[src/design/sofbt_pkg.sv]
package sofbt_pkg;

    // Operation codes carried by a request
    typedef enum logic [2:0] {
        OP_ADD          = 3'd0,
        OP_REMOVE_ADDR  = 3'd1,
        OP_REMOVE_INDEX = 3'd2,
        OP_BEST_FIT     = 3'd3,
        OP_FIND_ADDR    = 3'd4
    } opcode_t;

    // Result status codes
    typedef enum logic [2:0] {
        STAT_OK        = 3'd0,
        STAT_FULL      = 3'd1,
        STAT_NO_ADDR   = 3'd2,
        STAT_BAD_INDEX = 3'd3,
        STAT_NO_FIT    = 3'd4
    } status_t;

    // Controller states
    typedef enum logic [2:0] {
        S_IDLE,
        S_DECODE,
        S_SCAN,
        S_RM_FETCH,
        S_RM_SHIFT,
        S_ADD_WALK,
        S_ADD_PUT,
        S_FINISH
    } state_t;

    // Read address select for the entry memory
    typedef enum logic [2:0] {
        RD_ZERO,
        RD_INDEX,
        RD_LAST,
        RD_NEXT,
        RD_PREV
    } rd_sel_t;

    // Write select for the entry memory
    typedef enum logic [2:0] {
        WR_NONE,
        WR_SHIFT_UP,
        WR_SHIFT_DOWN,
        WR_NEW_NEXT,
        WR_NEW_ZERO
    } wr_sel_t;

    // Result register update select
    typedef enum logic [2:0] {
        RES_HOLD,
        RES_ERR,
        RES_DATA,
        RES_NEW_NEXT,
        RES_NEW_ZERO,
        RES_CLEAR
    } res_sel_t;

    // Commands from controller to datapath
    typedef struct packed {
        logic     in_ready;
        logic     rd_en;
        rd_sel_t  rd_sel;
        wr_sel_t  wr_sel;
        res_sel_t res_sel;
        status_t  res_status;
        logic     cnt_inc;
        logic     cnt_dec;
        logic     load_out;
    } cmd_t;

    // Status from datapath to controller
    typedef struct packed {
        logic       in_valid;
        logic [2:0] op;
        logic       count_zero;
        logic       full;
        logic       idx_bad;
        logic       rd_first;
        logic       rd_last;
        logic       addr_match;
        logic       size_lt;
        logic       size_eq;
        logic       out_free;
    } stat_t;

endpackage

[src/design/sofbt_ctrl.sv]
module sofbt_ctrl (
    input  logic             clk,
    input  logic             rst_n,
    input  sofbt_pkg::stat_t stat,
    output sofbt_pkg::cmd_t  cmd
);

    sofbt_pkg::state_t state_reg;
    sofbt_pkg::state_t state_next;

    // State register
    always_ff @(posedge clk or negedge rst_n)
    begin
        if (!rst_n)
        begin
            state_reg <= sofbt_pkg::S_IDLE;
        end
        else
        begin
            state_reg <= state_next;
        end
    end

    // Next state and commands
    always_comb
    begin
        state_next     = state_reg;
        cmd            = '0;
        cmd.rd_sel     = sofbt_pkg::RD_ZERO;
        cmd.wr_sel     = sofbt_pkg::WR_NONE;
        cmd.res_sel    = sofbt_pkg::RES_HOLD;
        cmd.res_status = sofbt_pkg::STAT_OK;

        case (state_reg)
            sofbt_pkg::S_IDLE:
            begin
                cmd.in_ready = 1'b1;
                if (stat.in_valid)
                begin
                    state_next = sofbt_pkg::S_DECODE;
                end
            end

            // Check the error cases, write an add into an empty table directly, and otherwise issue the first read
            sofbt_pkg::S_DECODE:
            begin
                state_next = sofbt_pkg::S_FINISH;
                case (stat.op)
                    sofbt_pkg::OP_ADD:
                    begin
                        if (stat.full)
                        begin
                            cmd.res_sel    = sofbt_pkg::RES_ERR;
                            cmd.res_status = sofbt_pkg::STAT_FULL;
                        end
                        else if (stat.count_zero)
                        begin
                            cmd.wr_sel  = sofbt_pkg::WR_NEW_ZERO;
                            cmd.res_sel = sofbt_pkg::RES_NEW_ZERO;
                            cmd.cnt_inc = 1'b1;
                        end
                        else
                        begin
                            cmd.rd_en  = 1'b1;
                            cmd.rd_sel = sofbt_pkg::RD_LAST;
                            state_next = sofbt_pkg::S_ADD_WALK;
                        end
                    end
                    sofbt_pkg::OP_REMOVE_ADDR, sofbt_pkg::OP_FIND_ADDR:
                    begin
                        if (stat.count_zero)
                        begin
                            cmd.res_sel    = sofbt_pkg::RES_ERR;
                            cmd.res_status = sofbt_pkg::STAT_NO_ADDR;
                        end
                        else
                        begin
                            cmd.rd_en  = 1'b1;
                            cmd.rd_sel = sofbt_pkg::RD_ZERO;
                            state_next = sofbt_pkg::S_SCAN;
                        end
                    end
                    sofbt_pkg::OP_REMOVE_INDEX:
                    begin
                        if (stat.idx_bad)
                        begin
                            cmd.res_sel    = sofbt_pkg::RES_ERR;
                            cmd.res_status = sofbt_pkg::STAT_BAD_INDEX;
                        end
                        else
                        begin
                            cmd.rd_en  = 1'b1;
                            cmd.rd_sel = sofbt_pkg::RD_INDEX;
                            state_next = sofbt_pkg::S_RM_FETCH;
                        end
                    end
                    sofbt_pkg::OP_BEST_FIT:
                    begin
                        if (stat.count_zero)
                        begin
                            cmd.res_sel    = sofbt_pkg::RES_ERR;
                            cmd.res_status = sofbt_pkg::STAT_NO_FIT;
                        end
                        else
                        begin
                            cmd.rd_en  = 1'b1;
                            cmd.rd_sel = sofbt_pkg::RD_ZERO;
                            state_next = sofbt_pkg::S_SCAN;
                        end
                    end
                    default:
                    begin
                        cmd.res_sel = sofbt_pkg::RES_CLEAR;
                    end
                endcase
            end

            // Walk from the head, one entry per cycle
            sofbt_pkg::S_SCAN:
            begin
                case (stat.op)
                    sofbt_pkg::OP_BEST_FIT:
                    begin
                        if (stat.size_lt)
                        begin
                            if (stat.rd_first)
                            begin
                                cmd.res_sel    = sofbt_pkg::RES_ERR;
                                cmd.res_status = sofbt_pkg::STAT_NO_FIT;
                            end
                            state_next = sofbt_pkg::S_FINISH;
                        end
                        else
                        begin
                            cmd.res_sel = sofbt_pkg::RES_DATA;
                            if (stat.size_eq || stat.rd_last)
                            begin
                                state_next = sofbt_pkg::S_FINISH;
                            end
                            else
                            begin
                                cmd.rd_en  = 1'b1;
                                cmd.rd_sel = sofbt_pkg::RD_NEXT;
                            end
                        end
                    end
                    sofbt_pkg::OP_REMOVE_ADDR, sofbt_pkg::OP_FIND_ADDR:
                    begin
                        if (stat.addr_match)
                        begin
                            cmd.res_sel = sofbt_pkg::RES_DATA;
                            if (stat.op == sofbt_pkg::OP_FIND_ADDR)
                            begin
                                state_next = sofbt_pkg::S_FINISH;
                            end
                            else if (stat.rd_last)
                            begin
                                cmd.cnt_dec = 1'b1;
                                state_next  = sofbt_pkg::S_FINISH;
                            end
                            else
                            begin
                                cmd.rd_en  = 1'b1;
                                cmd.rd_sel = sofbt_pkg::RD_NEXT;
                                state_next = sofbt_pkg::S_RM_SHIFT;
                            end
                        end
                        else if (stat.rd_last)
                        begin
                            cmd.res_sel    = sofbt_pkg::RES_ERR;
                            cmd.res_status = sofbt_pkg::STAT_NO_ADDR;
                            state_next     = sofbt_pkg::S_FINISH;
                        end
                        else
                        begin
                            cmd.rd_en  = 1'b1;
                            cmd.rd_sel = sofbt_pkg::RD_NEXT;
                        end
                    end
                    default:
                    begin
                        state_next = sofbt_pkg::S_FINISH;
                    end
                endcase
            end

            // Capture the entry picked by index
            sofbt_pkg::S_RM_FETCH:
            begin
                cmd.res_sel = sofbt_pkg::RES_DATA;
                if (stat.rd_last)
                begin
                    cmd.cnt_dec = 1'b1;
                    state_next  = sofbt_pkg::S_FINISH;
                end
                else
                begin
                    cmd.rd_en  = 1'b1;
                    cmd.rd_sel = sofbt_pkg::RD_NEXT;
                    state_next = sofbt_pkg::S_RM_SHIFT;
                end
            end

            // Close the gap: move each later entry down by one
            sofbt_pkg::S_RM_SHIFT:
            begin
                cmd.wr_sel = sofbt_pkg::WR_SHIFT_DOWN;
                if (stat.rd_last)
                begin
                    cmd.cnt_dec = 1'b1;
                    state_next  = sofbt_pkg::S_FINISH;
                end
                else
                begin
                    cmd.rd_en  = 1'b1;
                    cmd.rd_sel = sofbt_pkg::RD_NEXT;
                end
            end

            // Walk from the tail, moving smaller entries up until the slot is found
            sofbt_pkg::S_ADD_WALK:
            begin
                if (stat.size_lt)
                begin
                    cmd.wr_sel = sofbt_pkg::WR_SHIFT_UP;
                    if (stat.rd_first)
                    begin
                        state_next = sofbt_pkg::S_ADD_PUT;
                    end
                    else
                    begin
                        cmd.rd_en  = 1'b1;
                        cmd.rd_sel = sofbt_pkg::RD_PREV;
                    end
                end
                else
                begin
                    cmd.wr_sel  = sofbt_pkg::WR_NEW_NEXT;
                    cmd.res_sel = sofbt_pkg::RES_NEW_NEXT;
                    cmd.cnt_inc = 1'b1;
                    state_next  = sofbt_pkg::S_FINISH;
                end
            end

            // New entry goes to the head
            sofbt_pkg::S_ADD_PUT:
            begin
                cmd.wr_sel  = sofbt_pkg::WR_NEW_ZERO;
                cmd.res_sel = sofbt_pkg::RES_NEW_ZERO;
                cmd.cnt_inc = 1'b1;
                state_next  = sofbt_pkg::S_FINISH;
            end

            // Hand the result to the output register once it is free
            sofbt_pkg::S_FINISH:
            begin
                if (stat.out_free)
                begin
                    cmd.load_out = 1'b1;
                    state_next   = sofbt_pkg::S_IDLE;
                end
            end

            default:
            begin
                state_next = sofbt_pkg::S_IDLE;
            end
        endcase
    end

endmodule

[config.mk]
export PLATFORM = sky130hd
export DESIGN_NAME = sofbt_ctrl
export DESIGN_NICKNAME = d
export VERILOG_FILES = /design/src/design/sofbt_pkg.sv /design/src/design/sofbt_ctrl.sv
export SDC_FILE = /design/constraint.sdc
export NUM_CORES = 1
export LEC_CHECK = 0
export BUFFER_PORTS_ARGS = -buffer_cell sky130_fd_sc_hd__buf_2
export CAP_MARGIN = 25
export CELL_PAD_IN_SITES_DETAIL_PLACEMENT = 2
export CELL_PAD_IN_SITES_GLOBAL_PLACEMENT = 2
export CORE_MARGIN = 2
export CORE_UTILIZATION = 23
export CTS_CLUSTER_DIAMETER = 50
export DETAILED_ROUTE_END_ITERATION = 10
export HOLD_SLACK_MARGIN = 0.15
export MAX_ROUTING_LAYER = met4
export PLACE_DENSITY_LB_ADDON = 0.08
export SYNTH_ARGS = -nofsm -noshare
export SYNTH_HDL_FRONTEND = slang
export SYNTH_SLANG_ARGS = --single-unit
[constraint.sdc]
create_clock -name clk -period 1.75 [get_ports clk]
set_input_delay 0.175 -clock clk [delete_from_list [all_inputs] [get_ports clk]]
set_output_delay 0.175 -clock clk [all_outputs]
set_load 0.02 [all_outputs]
==> flow_summary.yaml <==
outcome:
  status: "finished clean"
power_and_ir_drop:
  p_leak_nw: 0.585
  ir_drop_mv: 0.459
  fin_total_pwr_mw: 1.74
  power.density_nw_per_um2: 1360
synthesis:
  synth_top_family_by_area: "compound AO/OA/AOI/OAI gates"
  ys_ff_latch: 3
  synth_common_cells: "13 x nand2_1, 11 x nor2_1, 10 x a21oi_1, 10 x o21ai_0, 6 x nand2b_1"
  synth_nets: 132
  synth.most_common_cell: "nand2_1"
  synth_mux_area_frac: 0.0412
  netlist_area_sq_um: 728
  synth_top_area_frac: 0.103
  synth_compound_gate_area_share: 0.392
  synth.largest_area_cell: "dfrtp_1"
  ys_async_sr_fraction: 1.00
  syn_avg_cell_area_sq_um: 6.22
  synth_cells: 117
  synthDistinctLibCells: 40
  ys.flop_type: "dfrtp_1"
  ys_seq_area_frac: 0.103
  synthXorXnorAreaFrac: 0
  synth_edf_count: 0
  synthSimpleGateAreaFrac: 0.388
  synth_fa_ha_area_frac: 0
  synth_area_leaders: "dfrtp_1 10%, a21oi_1 6.9%, o21ai_0 6.9%"
  yosysWarnings: 0
setup_path:
  path_max_fanout: 10
  cp-start-kind: "input port"
  worstPathCellList: "buf_2, buf_4, nand2b_1, a2bb2oi_1, o211ai_1, a21oi_1, o21ai_1, buf_4"
  max_stage_delay_ps: 290
  slowest_stage: "a2bb2oi_1"
  crit_path_end_kind: "output port"
  critPathKind: "in2out"
  cpMostUsedCell: "buf_4"
  cp.arrival_ps: 1560
  worstPathRequired_ps: 1570
sta:
  fin_crit_sh: 0.989
  hold_violations: 0
  fin_crit_ps: 1730
  tightest_slew_ps: 430
  max_freq_mhz: 578
  max-slew-margin-rel: 0.711
  rsz0062_at_grt: "yes"
  setup_viol_count_final: 0
  maxSlewViolCount: 0
  fin_skew_ps: 3.54
floorplan:
  std_cell_rows: 20
  dieArea_sq_um: 3630
  initial_core_util: 0.240
  fp.coreArea_sq_um: 3030
  fp.dieH_um: 60.3
  ios: 32
  die_w_um: 60.3
cts:
  h-tree-depth: 1
  numCtsBuffers: 3
  clockBufferDepth: 2
  clk_latency_ps: 230
  clkSinkCount: 3
  path_clk_slew_ps: 40
  root_buffer: "clkbuf_4"
  tritoncts: "built"
layout:
  drive_above_1_share: 0.512
  largest_reg_flops: 3
  nNetsFinal: 186
  finalCoreUtilization: 0.423
  filler_cell_count: 366
  syn_to_final_growth_pct: 75.9
  diodes: 0
placed_design:
  place_hpwl_mm: 2.86
  port_buffers: 31
  gp_congestion: 0.773
detailed_routing:
  wl_per_cell_um: 19.6
  postRouteWirelength_mm: 4.20
  post-route-drc-count: 0
  postRouteAntennaNets: 0
  drtIter0Drc: 34
  drt_pre_antenna_iters: 4
  via_count: 1148
  vias_per_cell: 5.36
global_routing:
  grt_pass1_vias: 1157
  antenna_found_initial: 0
  grtUsageTotal: 0.242
  overflow: 0
  grt_max_degree: 15
  grt_pass1_wl_mm: 6.21
min_path:
  hold_class: "in2async"
job:
  cap_violations: 0
where the power goes:
group          leakage (nW)  internal (mW)  switching (mW)
clock network        0.0150         0.0855          0.0366
registers            0.0299          0.108          0.0859
logic                 0.541          0.647           0.776
total                 0.585          0.840           0.898
timing repair:
| action | CTS | global route |
|---|---|---|
| pin swaps | 1 | 7 |
| hold buffers | 1 | 0 |
| hold endpoints to repair | 3 | 0 |
| resized for setup | 16 | 24 |
| buffers inserted | 2 | 5 |
| setup endpoints to repair | 9 | 10 |
cells by family after synthesis:
| group | after synthesis |
|---|---|
| compound gates | 44 |
| buf+inv | 13 |
| flops | 3 |
| mux | 3 |
| simple gates | 54 |
metal layers:
layer | track usage | wire, um | share of wire | vias to the layer above
met5 | - | 0 | 0 | -
met4 | 0.0730 | 61 | 0.015 | 0
met3 | 0.0260 | 116 | 0.028 | 6
met2 | 0.419 | 2270 | 0.54 | 28
met1 | 0.293 | 1750 | 0.42 | 571
li1 | - | - | - | 543
cell usage in the layout (no fill, tap or decap), types with 2 or more instances in the layout:
cell type / netlist / layout
buf_4: 0 / 30
buf_2: 5 / 24
nand2_1: 13 / 11
nor2_1: 11 / 10
a21oi_1: 10 / 8
o21ai_0: 10 / 8
inv_1: 4 / 4
nand2b_1: 6 / 4
o211ai_1: 3 / 3
o21ai_1: 2 / 3
mux2i_1: 3 / 3
a211oi_1: 3 / 3
nand3_1: 3 / 3
clkbuf_4: 0 / 3
buf_6: 0 / 3
dfrtp_2: 0 / 3
nand2b_4: 0 / 2
nor2b_4: 0 / 2
or4_4: 1 / 2
a21oi_4: 0 / 2
nor2_2: 1 / 2
o31ai_1: 3 / 2
nand3b_1: 2 / 2
nand2_2: 0 / 2
nor3_1: 3 / 2
a21boi_0: 2 / 2
o22ai_1: 2 / 2
worst max-delay path: cells and delay by family:
kind | cells | cell delay [ps]
AO/OA/AOI/OAI | 4 | 750
buffers and inverters | 3 | 480
AND/OR/NAND/NOR | 1 | 140
final cells by class:
cell class,count,area [sq um],area share
clock buffer,4,26.3,0.0205
inverter,4,15.0,0.0117
multi-input combinational,101,717,0.560
sequential,3,78.8,0.0615
tap,44,55.1,0.0430
timing repair buffer,58,389,0.304
metrics by stage:
stage          area, sq um  TNS, ps  hold slack [ps]  setup WS [ps]  std cells
3_3_place_gp          1040        0            -30.2           33.1        202
2_1_floorplan          728        0             -121           97.5        117
5_1_grt               1280     -229              272          -48.3        214
4_1_cts               1160    -3.11              261          -3.11        209
6_report              1280        0              258           18.5        214
3_5_place_dp          1040     -167            -26.9          -78.3        202
path summary, 6_finish.rpt:
path	start	end	slack (ps)	cells after the start
max in group asynchronous	rst_n	state_reg[0]$_DFFE_PN0P_	1370	2
min reg2reg	state_reg[0]$_DFFE_PN0P_	state_reg[1]$_DFFE_PN0P_	790	3
min	rst_n	state_reg[1]$_DFFE_PN0P_	260	2
min in group clk	stat[12]	state_reg[0]$_DFFE_PN0P_	340	3
max	stat[9]	cmd[15]	20	8
max reg2reg	state_reg[1]$_DFFE_PN0P_	state_reg[1]$_DFFE_PN0P_	290	6
Power figures use the tool's default switching activity.
